`src/sv/bqlp_pkg.sv`:
```
// Shared types, widths and constants for the multichannel biquad low-pass filter.
// No dependencies; every other file of the block imports this package.

package bqlp_pkg;

    // fixed field widths
    localparam int CH_W       = 2;
    localparam int COEF_W     = 24;
    localparam int HIST_W     = 32;
    localparam int HIST_FRAC  = 12;
    localparam int OUT_W      = 16;
    localparam int CFG_IDX_W  = 3;

    // parameter defaults
    localparam int CHANNELS_DEF       = 3;
    localparam int SAMPLE_BITS_DEF    = 12;
    localparam int COEF_FRAC_BITS_DEF = 22;

    // saturation limits of the output history (signed Q20.12)
    localparam logic signed [HIST_W-1:0] HIST_MAX = {1'b0, {(HIST_W-1){1'b1}}};
    localparam logic signed [HIST_W-1:0] HIST_MIN = {1'b1, {(HIST_W-1){1'b0}}};

    // half an output lsb, for round half up
    localparam logic [HIST_W:0] ROUND_HALF = (HIST_W+1)'(1) << (HIST_FRAC - 1);

    // coefficient register indexes
    typedef enum logic [CFG_IDX_W-1:0] {
        REG_B0 = 3'd0,
        REG_B1 = 3'd1,
        REG_B2 = 3'd2,
        REG_A1 = 3'd3,
        REG_A2 = 3'd4
    } reg_idx_t;

    // coefficient reset values, signed Q2.22
    localparam logic signed [COEF_W-1:0] B0_RST = 24'sd282928;
    localparam logic signed [COEF_W-1:0] B1_RST = 24'sd565856;
    localparam logic signed [COEF_W-1:0] B2_RST = 24'sd282928;
    localparam logic signed [COEF_W-1:0] A1_RST = -24'sd4794008;
    localparam logic signed [COEF_W-1:0] A2_RST = 24'sd1731417;

    // the shared coefficient set
    typedef struct packed {
        logic signed [COEF_W-1:0] b0;
        logic signed [COEF_W-1:0] b1;
        logic signed [COEF_W-1:0] b2;
        logic signed [COEF_W-1:0] a1;
        logic signed [COEF_W-1:0] a2;
    } coef_t;

endpackage

```
`src/sv/bqlp_if.sv`:
```


interface bqlp_cfg_if;
    import bqlp_pkg::*;

    logic                 valid;
    logic                 ready;
    logic [CFG_IDX_W-1:0] index;
    logic [COEF_W-1:0]    data;

    modport source (output valid, output index, output data, input ready);
    modport sink   (input valid, input index, input data, output ready);
endinterface

```
`src/sv/bqlp_coef_regs.sv`:
```
// Coefficient register file, written through the configuration channel.
// Depends on bqlp_pkg and bqlp_cfg_if.

module bqlp_coef_regs (
    input  logic            clk,
    input  logic            rst_n,
    bqlp_cfg_if.sink        cfg,
    output bqlp_pkg::coef_t coef
);
    import bqlp_pkg::*;

    coef_t coef_reg;

    // writes are always taken
    assign cfg.ready = 1'b1;
    assign coef      = coef_reg;

    // register write decode, unknown indexes ignored
    always_ff @(posedge clk or negedge rst_n)
    begin
        if (!rst_n)
        begin
            coef_reg.b0 <= B0_RST;
            coef_reg.b1 <= B1_RST;
            coef_reg.b2 <= B2_RST;
            coef_reg.a1 <= A1_RST;
            coef_reg.a2 <= A2_RST;
        end
        else if (cfg.valid)
        begin
            unique case (cfg.index)
                REG_B0:  coef_reg.b0 <= cfg.data;
                REG_B1:  coef_reg.b1 <= cfg.data;
                REG_B2:  coef_reg.b2 <= cfg.data;
                REG_A1:  coef_reg.a1 <= cfg.data;
                REG_A2:  coef_reg.a2 <= cfg.data;
                default: ;
            endcase
        end
    end
endmodule

```
`src/flat_wrapper.sv`:
```
// flat-port wrapper written by rule: the top's interface ports become plain ports
module bqlp_coef_regs_flat import bqlp_pkg::*;
  (clk, rst_n, coef, cfg_valid, cfg_index, cfg_data, cfg_ready);
  bqlp_cfg_if cfg_i ();
  input  logic clk;
  input  logic rst_n;
  output bqlp_pkg::coef_t coef;
  input wire logic [$bits(cfg_i.valid)-1:0] cfg_valid;
  input wire logic [$bits(cfg_i.index)-1:0] cfg_index;
  input wire logic [$bits(cfg_i.data)-1:0] cfg_data;
  output wire logic [$bits(cfg_i.ready)-1:0] cfg_ready;
  assign cfg_i.valid = cfg_valid;
  assign cfg_i.index = cfg_index;
  assign cfg_i.data = cfg_data;
  assign cfg_ready = cfg_i.ready;
  bqlp_coef_regs u_core (.clk(clk), .rst_n(rst_n), .cfg(cfg_i), .coef(coef));
endmodule
```
`config.mk`:
```
export PLATFORM = sky130hd
export DESIGN_NAME = bqlp_coef_regs_flat
export DESIGN_NICKNAME = d
export VERILOG_FILES = /design/src/sv/bqlp_pkg.sv /design/src/sv/bqlp_if.sv /design/src/sv/bqlp_coef_regs.sv /design/src/flat_wrapper.sv
export SDC_FILE = /design/constraint.sdc
export NUM_CORES = 1
export LEC_CHECK = 0
export BUFFER_PORTS_ARGS = -buffer_cell sky130_fd_sc_hd__buf_2
export CAP_MARGIN = 5
export CORE_MARGIN = 1
export CORE_UTILIZATION = 46
export CTS_CLUSTER_DIAMETER = 30
export DETAILED_ROUTE_END_ITERATION = 16
export PLACE_DENSITY = 0.76
export SETUP_SLACK_MARGIN = 0.1
export SLEW_MARGIN = 20
export SYNTH_ARGS = -nofsm -noshare
export SYNTH_HDL_FRONTEND = slang
export SYNTH_SLANG_ARGS = --single-unit
```
`constraint.sdc`:
```
create_clock -name clk -period 0.8 [get_ports clk]
set_input_delay 0.16 -clock clk [delete_from_list [all_inputs] [get_ports clk]]
set_output_delay 0.16 -clock clk [all_outputs]
set_load 0.005 [all_outputs]
```
# [After elaboration in Yosys (flattened, before gate mapping)]
# Cells that the tools add are included.
[op_classes] add_sub_neg=0 n_mul=0 div=0 order_cmp=0 n_eq_ne=4 n_shift=0 mux=0 n_bitwise=0 reduce_logical=6
[ops] op="$reduce_and 2->1" count=5
[ops] op="$eq 3x2->1 const B" count=2
[ops] op="$eq 3x1->1 const B" count=1
[ops] op="$eq 3x3->1 const B" count=1
[ops] op="$logic_not 3->1" count=1
[totals] regBits=120 latchBits=0 ram_bits=0 romBits=0 in_bits=30 out_inout_bits=121 n_memories=0

# [Longest topological paths before layout]
[depth] ltp_word=2 depth_mapped=4

# [Least setup slack after synthesis]
# OpenSTA, ideal clock, no wires.
[synth_timing] path_type="input to register" startpoint="input port cfg_index[0]" endpoint="register u_core.coef_reg (netlist bit u_core.coef[102])" setup_time_ps=125 t_arrival_ps=1106 setup_slack_ps=-431 cell_stages=3 n_path_buf=1 cell_sequence="nor4b_4 -> buf_6 -> mux2_4"
[synth_between] elab_chain_cells=2
[synth_lines] item="from (decl)" line="flat_wrapper.sv:9" rtl="input wire logic [$bits(cfg_i.index)-1:0] cfg_index;"
[synth_lines] item="$logic_not 3->1" line="bqlp_coef_regs.sv:31" rtl="unique case (cfg.index)"
[synth_lines] item="$reduce_and 2->1 (no source line)"
[synth_lines] item="to (decl)" line="bqlp_coef_regs.sv:12" rtl="coef_t coef_reg;"
# No other way between the ends.
# A chain may end at the register's enable or synchronous reset.

# [Final worst setup path]
[layout_timing] startpoint="register u_core.coef_reg (netlist bit u_core.coef[14])" endpoint="output port coef[14] (netlist name)"
[layout_lines] item="to (decl)" line="flat_wrapper.sv:7" rtl="output bqlp_pkg::coef_t coef;"
# No word-level cell between the ends.

==> flow_metrics.tcl <==
set metrics [dict create \
    die_h_um 104 \
    worst-setup-path-type "reg2out" \
    power_uw 22700 \
    leakagePower_uw 0.00401 \
    synth_most_common_cell "dfrtp_1" \
    path_delay_family "flip-flops" \
    synth_warnings 0 \
    dr.pass1.iters 4 \
    start_kind "register" \
    cts_made_buffers 17 \
    drive_gt1_frac 0.809 \
    rows 36 \
    setup_viol 217 \
    async_flop_share 1.00 \
    avgSynthCellArea_um2 18.4 \
    antenna_found_initial 0 \
    fmax_ghz 0.744 \
    numPortBuffers 149 \
    crit_path_end_kind "output pin" \
    status "finished with violations" \
    h-tree-depth 4 \
    clkTransAtPathRegs_ns 0.06 \
    hp-class "in2async" \
    fin_nets 576 \
    largest_reg_flops 120 \
    clock_sinks 120 \
    viasPerCell 4.95 \
    vias 3422 \
    max-vdd-ir-drop_v 0.00153 \
    cap_violations 0 \
    synth_top_flop_cell "dfrtp_1" \
    die_w_um 104 \
    power_density_nw_per_um2 2780 \
    clock_skew_ns 0 \
    cts_tree "done" \
    ant_nets 0 \
    grt_setup_unrepaired "true" \
    yosys.area.top_type "dfrtp_1" \
    syn_area_um2 4770 \
    num_antenna_cells 0 \
    clk_path_buf_depth 2 \
    worstPathCellList "buf_6" \
    wl_per_cell_um 21.3 \
    yosys-top-cells-count "77 x dfrtp_1, 74 x mux2_2, 43 x dfstp_2" \
    synthCells 260 \
    place_inst 540 \
    grt_usage 0.264 \
    cp_max_fo 2 \
    drc 0 \
    crit_arrival_ns 1.18 \
    synth-edff-count 0 \
    pin_count 151 \
    fin_crit_ns 1.34 \
    clockRootBuffer "clkbuf_8" \
    drt_iter0_markers 104 \
    dp_hpwl_um 7120 \
    violations "setup timing" \
    seq_area_frac_synth 0.640 \
    clk-insertion-delay-late_ns 0.52 \
    yosysTopAreaCellShare 0.404 \
    initial_utilization 0.482 \
    slowest_delay_ns 0.56 \
    grt_pass1_wl_um 21200 \
    crit_buf_inv 1 \
    required_ns 0.64 \
    worst_slack_ns -0.544 \
    gr-total-overflow 0 \
    fin_crit_sh 1.68 \
    whs_ns 0.152 \
    grt_max_degree 61 \
    fillers 480 \
    yosys-top-cells-area "dfrtp_1 40%, dfstp_2 24%, mux2_2 17%" \
    gp_congestion 0.723 \
    core_area_um2 9910 \
    die_area_um2 10800 \
    finalWirelength_um 14800 \
    final-hold-violation-count 0 \
    area_growth_pct 71.4 \
    grt_pass1_vias 3704 \
    yosys_register_bits 120 \
    drv_slew 0 \
    final_cell_count_no_fill 692 \
    synthesis.nets 290 \
    synth.distinct_cells 12 \
    slowest_stage "dfstp_2" \
]
-- power by group --
part           total [uW]  leakage (uW)  internal (uW)  switching (uW)
registers            8750       0.00138           7780             965
logic                6540       0.00235           4530            2000
clock network        7430      0.000282           4790            2640
-- metrics by stage --
stage	area [um^2]	TNS, ns	util	worst slack (ns)
global route	8180	-65.12	0.826	-0.574
detailed placement	5980	-56.42	0.604	-0.596
global placement	5980	-54.25	0.604	-0.556
CTS	7760	-59.10	0.783	-0.543
finish	8180	-60.52	0.826	-0.544
floorplan	5020	-31.72	-	-0.431
-- final cells by class --
| cell class | count | area, um^2 | share of cell area |
|---|---|---|---|
| flip-flops and latches | 120 | 3060 | 0.374 |
| repair buffers | 281 | 2520 | 0.308 |
| multi-input cells | 126 | 1870 | 0.228 |
| clock buffers | 22 | 443 | 0.0541 |
| well taps | 133 | 166 | 0.0203 |
| clock inverters | 10 | 128 | 0.0156 |
-- cells in the final DEF, fill, tap and decap left out --
cell	count
buf_2	122
mux2_4	111
buf_6	85
dfrtp_1	77
dfstp_2	43
dlygate4sd3_1	25
buf_4	25
clkbuf_16	18
buf_12	17
mux2_2	9
clkinv_2	6
clkbuf_1	4
buf_16	4
and4bb_4	3
bufinv_16	3
clkbuf_8	2
nor4b_4	1
nand4b_4	1
conb_1	1
clkinvlp_4	1
buf_8	1
-- worst paths after layout --
kind                                         startpoint                           end  slack, ns  depth (start not counted)
min in group clk                           cfg_index[1]   u_core.coef[36]$_DFFE_PN1P_       0.20                          4
max in group asynchronous                         rst_n  u_core.coef[100]$_DFFE_PN1P_       0.27                          3
max reg2reg                u_core.coef[109]$_DFFE_PN0P_  u_core.coef[109]$_DFFE_PN0P_      -0.23                          3
min                                               rst_n   u_core.coef[90]$_DFFE_PN0P_       0.15                          3
min reg2reg                 u_core.coef[43]$_DFFE_PN0P_   u_core.coef[43]$_DFFE_PN0P_       0.51                          1
max                         u_core.coef[14]$_DFFE_PN1P_                      coef[14]      -0.54                          1
-- metal layers --
metal  share of wire  wire [um]  vias up  global-route usage
li1                -          -     1497                   -
met3           0.043        642       21              0.0746
met4           0.020        292        0              0.0980
met1            0.42       6260     1796               0.339
met5               0          0        -                   0
met2            0.51       7570      108               0.427
-- cell families (layout without fill, tap and decap cells) --
kind of cell | after synthesis | after routing | share of synthesized area
buffers and inverters | 14 | 313 | 0.0283
DFF | 120 | 120 | 0.640
muxes | 120 | 120 | 0.315
other | 1 | 1 | 0.000786
and+or+nand+nor | 5 | 5 | 0.0160
-- what timing repair did --
| action | 4_1_cts | 5_1_grt |
|---|---|---|
| setup endpoints to repair | 240 | 240 |
| hold endpoints to repair | 240 | 5 |
| buffers inserted | 59 | 50 |
| gates resized for setup | 73 | 61 |
| pin swaps | 2 | 1 |
| cloned | 7 | 1 |
| hold buffers | 24 | 1 |
Power figures use the tool's default switching activity.
