`src/sv/bqlp_pkg.sv`:
```
// Shared types, widths and constants for the multichannel biquad low-pass filter.
// No dependencies; every other file of the block imports this package.

package bqlp_pkg;

    // fixed field widths
    localparam int CH_W       = 2;
    localparam int COEF_W     = 24;
    localparam int HIST_W     = 32;
    localparam int HIST_FRAC  = 12;
    localparam int OUT_W      = 16;
    localparam int CFG_IDX_W  = 3;

    // parameter defaults
    localparam int CHANNELS_DEF       = 3;
    localparam int SAMPLE_BITS_DEF    = 12;
    localparam int COEF_FRAC_BITS_DEF = 22;

    // saturation limits of the output history (signed Q20.12)
    localparam logic signed [HIST_W-1:0] HIST_MAX = {1'b0, {(HIST_W-1){1'b1}}};
    localparam logic signed [HIST_W-1:0] HIST_MIN = {1'b1, {(HIST_W-1){1'b0}}};

    // half an output lsb, for round half up
    localparam logic [HIST_W:0] ROUND_HALF = (HIST_W+1)'(1) << (HIST_FRAC - 1);

    // coefficient register indexes
    typedef enum logic [CFG_IDX_W-1:0] {
        REG_B0 = 3'd0,
        REG_B1 = 3'd1,
        REG_B2 = 3'd2,
        REG_A1 = 3'd3,
        REG_A2 = 3'd4
    } reg_idx_t;

    // coefficient reset values, signed Q2.22
    localparam logic signed [COEF_W-1:0] B0_RST = 24'sd282928;
    localparam logic signed [COEF_W-1:0] B1_RST = 24'sd565856;
    localparam logic signed [COEF_W-1:0] B2_RST = 24'sd282928;
    localparam logic signed [COEF_W-1:0] A1_RST = -24'sd4794008;
    localparam logic signed [COEF_W-1:0] A2_RST = 24'sd1731417;

    // the shared coefficient set
    typedef struct packed {
        logic signed [COEF_W-1:0] b0;
        logic signed [COEF_W-1:0] b1;
        logic signed [COEF_W-1:0] b2;
        logic signed [COEF_W-1:0] a1;
        logic signed [COEF_W-1:0] a2;
    } coef_t;

endpackage

```
`src/sv/bqlp_history.sv`:
```
// Per-channel filter history: two past samples and two past outputs for each channel.
// Depends on bqlp_pkg.

module bqlp_history #(
    parameter int CHANNELS    = bqlp_pkg::CHANNELS_DEF,
    parameter int SAMPLE_BITS = bqlp_pkg::SAMPLE_BITS_DEF
) (
    input  logic                                clk,
    input  logic                                rst_n,
    input  logic [bqlp_pkg::CH_W-1:0]           ch,
    input  logic                                wr_en,
    input  logic [SAMPLE_BITS-1:0]              wr_x,
    input  logic signed [bqlp_pkg::HIST_W-1:0]  wr_y,
    output logic [SAMPLE_BITS-1:0]              x1,
    output logic [SAMPLE_BITS-1:0]              x2,
    output logic signed [bqlp_pkg::HIST_W-1:0]  y1,
    output logic signed [bqlp_pkg::HIST_W-1:0]  y2
);
    import bqlp_pkg::*;

    logic [SAMPLE_BITS-1:0]   x1_reg [CHANNELS];
    logic [SAMPLE_BITS-1:0]   x2_reg [CHANNELS];
    logic signed [HIST_W-1:0] y1_reg [CHANNELS];
    logic signed [HIST_W-1:0] y2_reg [CHANNELS];

    // select the history of the addressed channel
    always_comb
    begin
        x1 = '0;
        x2 = '0;
        y1 = '0;
        y2 = '0;
        for (int c = 0; c < CHANNELS; c++)
        begin
            if (int'(ch) == c)
            begin
                x1 = x1_reg[c];
                x2 = x2_reg[c];
                y1 = y1_reg[c];
                y2 = y2_reg[c];
            end
        end
    end

    // shift the new sample and output into the addressed channel
    always_ff @(posedge clk or negedge rst_n)
    begin
        if (!rst_n)
        begin
            for (int c = 0; c < CHANNELS; c++)
            begin
                x1_reg[c] <= '0;
                x2_reg[c] <= '0;
                y1_reg[c] <= '0;
                y2_reg[c] <= '0;
            end
        end
        else
        begin
            for (int c = 0; c < CHANNELS; c++)
            begin
                if (wr_en && int'(ch) == c)
                begin
                    x2_reg[c] <= x1_reg[c];
                    x1_reg[c] <= wr_x;
                    y2_reg[c] <= y1_reg[c];
                    y1_reg[c] <= wr_y;
                end
            end
        end
    end
endmodule

```
`config.mk`:
```
export PLATFORM = sky130hd
export DESIGN_NAME = bqlp_history
export DESIGN_NICKNAME = d
export VERILOG_FILES = /design/src/sv/bqlp_pkg.sv /design/src/sv/bqlp_history.sv
export SDC_FILE = /design/constraint.sdc
export NUM_CORES = 1
export LEC_CHECK = 0
export ABC_AREA = 0
export BUFFER_PORTS_ARGS = -buffer_cell sky130_fd_sc_hd__buf_2
export CORE_UTILIZATION = 40
export CTS_BUF_LIST = sky130_fd_sc_hd__clkbuf_2
export DETAILED_ROUTE_END_ITERATION = 16
export HOLD_SLACK_MARGIN = 0.08
export PLACE_DENSITY = 0.64
export REMOVE_ABC_BUFFERS = 1
export SLEW_MARGIN = 0
export SYNTH_ARGS = -nofsm -noshare
export SYNTH_HDL_FRONTEND = slang
export SYNTH_SLANG_ARGS = --single-unit
```
`constraint.sdc`:
```
create_clock -name clk -period 1.2 [get_ports clk]
set_input_delay 0.12 -clock clk [delete_from_list [all_inputs] [get_ports clk]]
set_output_delay 0.12 -clock clk [all_outputs]
set_load 0.01 [all_outputs]
```
# Yosys cells after proc, flatten, opt, wreduce, memory -nomap -nowiden
# Cells that the tools add are included.
dict set report word_totals {
  register_bits 264
  latch_bits 0
  ramBits 0
  rom_bits 0
  in_bits 49
  output_inout_bits 88
  elab_cells 30
  mem_count 0
}
dict set report op_classes {
  addsub 0
  multipliers 0
  div_mod_pow 0
  order_cmp 0
  eq_ne 2
  shift 0
  n_mux 12
  bitwise 0
  reduce_logical 4
}
# cell n
set ops {}
lappend ops {{32-bit two-way mux} 6}
lappend ops {{12-bit two-way mux} 6}
lappend ops {{2-bit equality test, second input constant} 2}
lappend ops {{1-bit logical AND} 3}
lappend ops {{2-bit logical NOT} 1}

# Depth between registers and ports, before layout
dict set report depth {
  depth_word 4
  mapped_depth 6
}

# Least setup slack after synthesis
# No wires, ideal clock.
dict set report synth_path {
  kind {input to register}
  start {in ch[1] in the netlist's numbering}
  end {reg x1_reg[12] in the netlist's numbering}
  setup_ns 0.125
  t_arrival_ns 1.179
  required_time_ns 1.075
  path_slack_ns -0.104
  path_stages 5
  path_buffers 3
  cell_sequence {buf_2 -> nand3b_4 -> buf_2 -> buf_4 -> mux2_2}
}
dict set report synth_via {
  elab_chain_len 2
}
# item line_no
set synth_rtl {}
lappend synth_rtl {{from (decl)} bqlp_history.sv:10} ;# input logic [bqlp_pkg::CH_W-1:0] ch,
lappend synth_rtl {{2-bit equality test} bqlp_history.sv:62} ;# if (wr_en && int'(ch) == c)
lappend synth_rtl {{1-bit logical AND} bqlp_history.sv:62}
lappend synth_rtl {{to (signal, indexed assignment)} bqlp_history.sv:65} ;# x1_reg[c] <= wr_x;
lappend synth_rtl {{to (decl)} bqlp_history.sv:21} ;# logic [SAMPLE_BITS-1:0] x1_reg [CHANNELS];
# No other way between the ends.
# A chain may end at the register's enable or synchronous reset.

# Final worst setup path
dict set report layout_path {
  start {reg y1_reg[81] in the netlist's numbering}
  end {out y1[17] in the netlist's numbering}
}
dict set report layout_via {
  elab_chain_len 3
}
# item line_no
set layout_rtl {}
lappend layout_rtl {{from (decl)} bqlp_history.sv:23} ;# logic signed [HIST_W-1:0] y1_reg [CHANNELS];
lappend layout_rtl {{from (signal, indexed assignment)} bqlp_history.sv:67} ;# y1_reg[c] <= wr_y;
lappend layout_rtl {{32-bit two-way mux (3 in a row)} bqlp_history.sv:35} ;# if (int'(ch) == c)
lappend layout_rtl {{to (decl)} bqlp_history.sv:16} ;# output logic signed [bqlp_pkg::HIST_W-1:0] y1,
# No other way between the ends.

==> results_dict.tcl <==
set metrics [dict create \
    cts_root_buffer "clkbuf_2" \
    antenna_found_initial 1 \
    clk_pin_slew_ns 0.11 \
    dp_slack_ns -0.190 \
    cts_hold_buffers 86 \
    netlist_instances 765 \
    fmax_ghz 0.566 \
    die-area_sq_um 29600 \
    track_usage_pct 17.9 \
    grt_pass1_vias 8223 \
    cp-end-kind "primary output" \
    clk_latency_ns 0.80 \
    violations "hold timing, setup timing" \
    dpl_cell_area_sq_um 13200 \
    tightest_slew_ns 0.514 \
    fin_tns_setup_ns -41.50 \
    p_int_mw 17.5 \
    slew-limit-headroom_pct 65.8 \
    regToRegStartpoint "x1_reg[32]$_DFFE_PN0P_" \
    portBuffers 136 \
    cts.sinks 264 \
    grt_pass1_wl_mm 41.6 \
    synth.top_cells.by_area "dfrtp_1 57%, mux2_2 24%, mux2i_1 7.6%, o2bb2ai_1 6.7%, mux2_1 1.9%" \
    layout_common_cells "264 x dfrtp_1, 244 x mux2_2, 133 x buf_2" \
    power.total_mw 24.8 \
    pwr-share-seq_pct 50.2 \
    mostFrequentLayoutCell "dfrtp_1" \
    cts_tree "yes" \
    via_per_inst 4.96 \
    hold_class "input pin to flop" \
    syn2layout_area_growth_pct 31.9 \
    layout-drive-gt1-share_pct 55.2 \
    cp_num_buf_inv 1 \
    ys_ff_latch 264 \
    p_sw_mw 7.29 \
    maxCapViolations 0 \
    rsz0062_at_grt "true" \
    met2_usage_pct 28.4 \
    grt_max_degree 48 \
    yosysSeqAreaShare_pct 57.0 \
    crit_fanout 2 \
    setup_viol 88 \
    comb_power_share_pct 25.2 \
    fp.dieW_microns 172 \
    r2r_slack_ns 0.16 \
    required_ns 1.08 \
    hold_viol 3 \
    cp-start-kind "flop" \
    ant_nets 0 \
    power.leakage_nw 7.13 \
    grt_overflow 0 \
    path_class "flop to primary output" \
    place_hpwl_mm 16.0 \
    setup_ws_ns -0.568 \
    syn-mean-instance-area_sq_um 15.1 \
    drt_drc_violations_left 0 \
    numCtsBuffers 71 \
    core-area_sq_um 28200 \
    std_cell_rows 61 \
    min_to "x2_reg[29]$_DFFE_PN0P_" \
    ir_drop_v 0.000789 \
    clockBufferDepth 3 \
    finClkSkew_ns 0.0542 \
    drt_iter0_drc 236 \
    cp.arrival_ns 1.65 \
    busiest_layer "met2" \
    clkPwrFrac_pct 24.6 \
    reg2regPathDepth 3 \
    h-tree-depth 3 \
    start_util_pct 41.1 \
    worstPathCellList "mux2i_2, o2bb2ai_1, buf_2" \
    hp-start "ch[1]" \
    switching_share_pct 29.5 \
    ios 137 \
    drv_slew 0 \
    vias 7734 \
    critPathTopFamily "flip-flops" \
    layout.nets 1183 \
    critPathMaxStageDelay_ns 0.41 \
    r2r-end "x2_reg[32]$_DFFE_PN0P_" \
    status "finished with violations" \
    syn_area_sq_um 11600 \
    drt_wl_total_mm 25.4 \
    drt_first_pass_iters 4 \
    met3_usage_pct 3.64 \
    power_density_nw_per_um2 1620 \
    use_met1_pct 24.0 \
    fin_crit_ns 1.77 \
    ys_types 13 \
    die_y_microns 172 \
    gp_congestion 0.701 \
    holdWs_ns -0.0425 \
    period_share_pct 147 \
    route.detailed.wl_per_inst_microns 16.3 \
    yosys_warnings 0 \
    synth.top_cell.area_share_pct 57.0 \
    cp_slowest_cell "dfrtp_1" \
    min_path_cells 4 \
    fin_area_sq_um 15300 \
    yosys.area.top_type "dfrtp_1" \
]
## synth_stat cells
master / count
o2bb2ai_1: 88
buf_6: 2
dfrtp_1: 264
buf_4: 6
nor3b_2: 1
mux2_2: 244
mux2i_1: 88
nand3b_4: 2
mux2_1: 20
nor2b_1: 1
buf_2: 34
buf_1: 1
clkbuf_1: 14
## worst reg2reg max path: cells and delay by family, from the launching register on
family	cells	cell delay, ns
flops	1	0.39
buf+inv	2	0.26
mux	1	0.28
## cell families after synthesis
family	after synthesis	share of synthesized area [%]
compound gates	88	6.65
mux	352	33.3
simple gates	4	0.508
buf+inv	57	2.54
flops	264	57.0
## through the flow
step	util, %	std cells	hold slack, ns
after detailed placement	46.7	1282	0.0268
after global routing	54.2	1558	-0.126
after global placement	46.7	1282	0.0276
final	54.2	1558	-0.0425
after floorplan	-	708	-0.176
after CTS	53.7	1541	-0.144
## power groups by stage
| stage | combinational (mW) | clock (mW) | sequential (mW) |
|---|---|---|---|
| after floorplan | 3.46 | 0 | 12.2 |
| after global placement | 5.10 | 0 | 12.5 |
| after detailed placement | 5.22 | 0 | 12.6 |
| after CTS | 6.10 | 6.39 | 12.4 |
| after global routing | 6.86 | 6.81 | 12.7 |
| final | 6.23 | 6.10 | 12.4 |
## area by class of cell
| cell class | count | area (sq um) |
|---|---|---|
| repair buffers | 353 | 2770 |
| clock buffers | 110 | 551 |
| fillers | 2446 | 12900 |
| well taps | 378 | 473 |
| clock inverters | 8 | 56.3 |
| flip-flops and latches | 264 | 6610 |
| diodes | 1 | 2.50 |
| multi-input cells | 444 | 4820 |
## timing repair
action                     4_1_cts  5_1_grt
gates resized for setup         14       10
hold endpoints to repair       492       27
setup endpoints to repair       88      111
pin swaps                       87        8
buffers inserted                55       16
## routing by layer
metal / vias up / part of all wire, %
met4: 0 / 2.1
met1: 3895 / 48
met3: 47 / 3.9
li1: 3629 / -
met2: 163 / 46
met5: - / 0
## how the worst max path moves through the flow
stage               slack, ns                      to  depth (start not counted)              startpoint
finish                  -0.57                  y1[17]                          3  y1_reg[81]$_DFFE_PN0P_
global route            -0.71                  y1[17]                          3  y1_reg[81]$_DFFE_PN0P_
CTS                     -0.66                  y1[17]                          3  y1_reg[81]$_DFFE_PN0P_
detailed placement      -0.19  y2_reg[64]$_DFFE_PN0P_                          5                   ch[1]
global placement        -0.14  x1_reg[33]$_DFFE_PN0P_                          5                   ch[1]
floorplan               -2.98  x1_reg[24]$_DFFE_PN0P_                          2                   ch[1]
No activity file was read; power rests on OpenSTA's default activity.
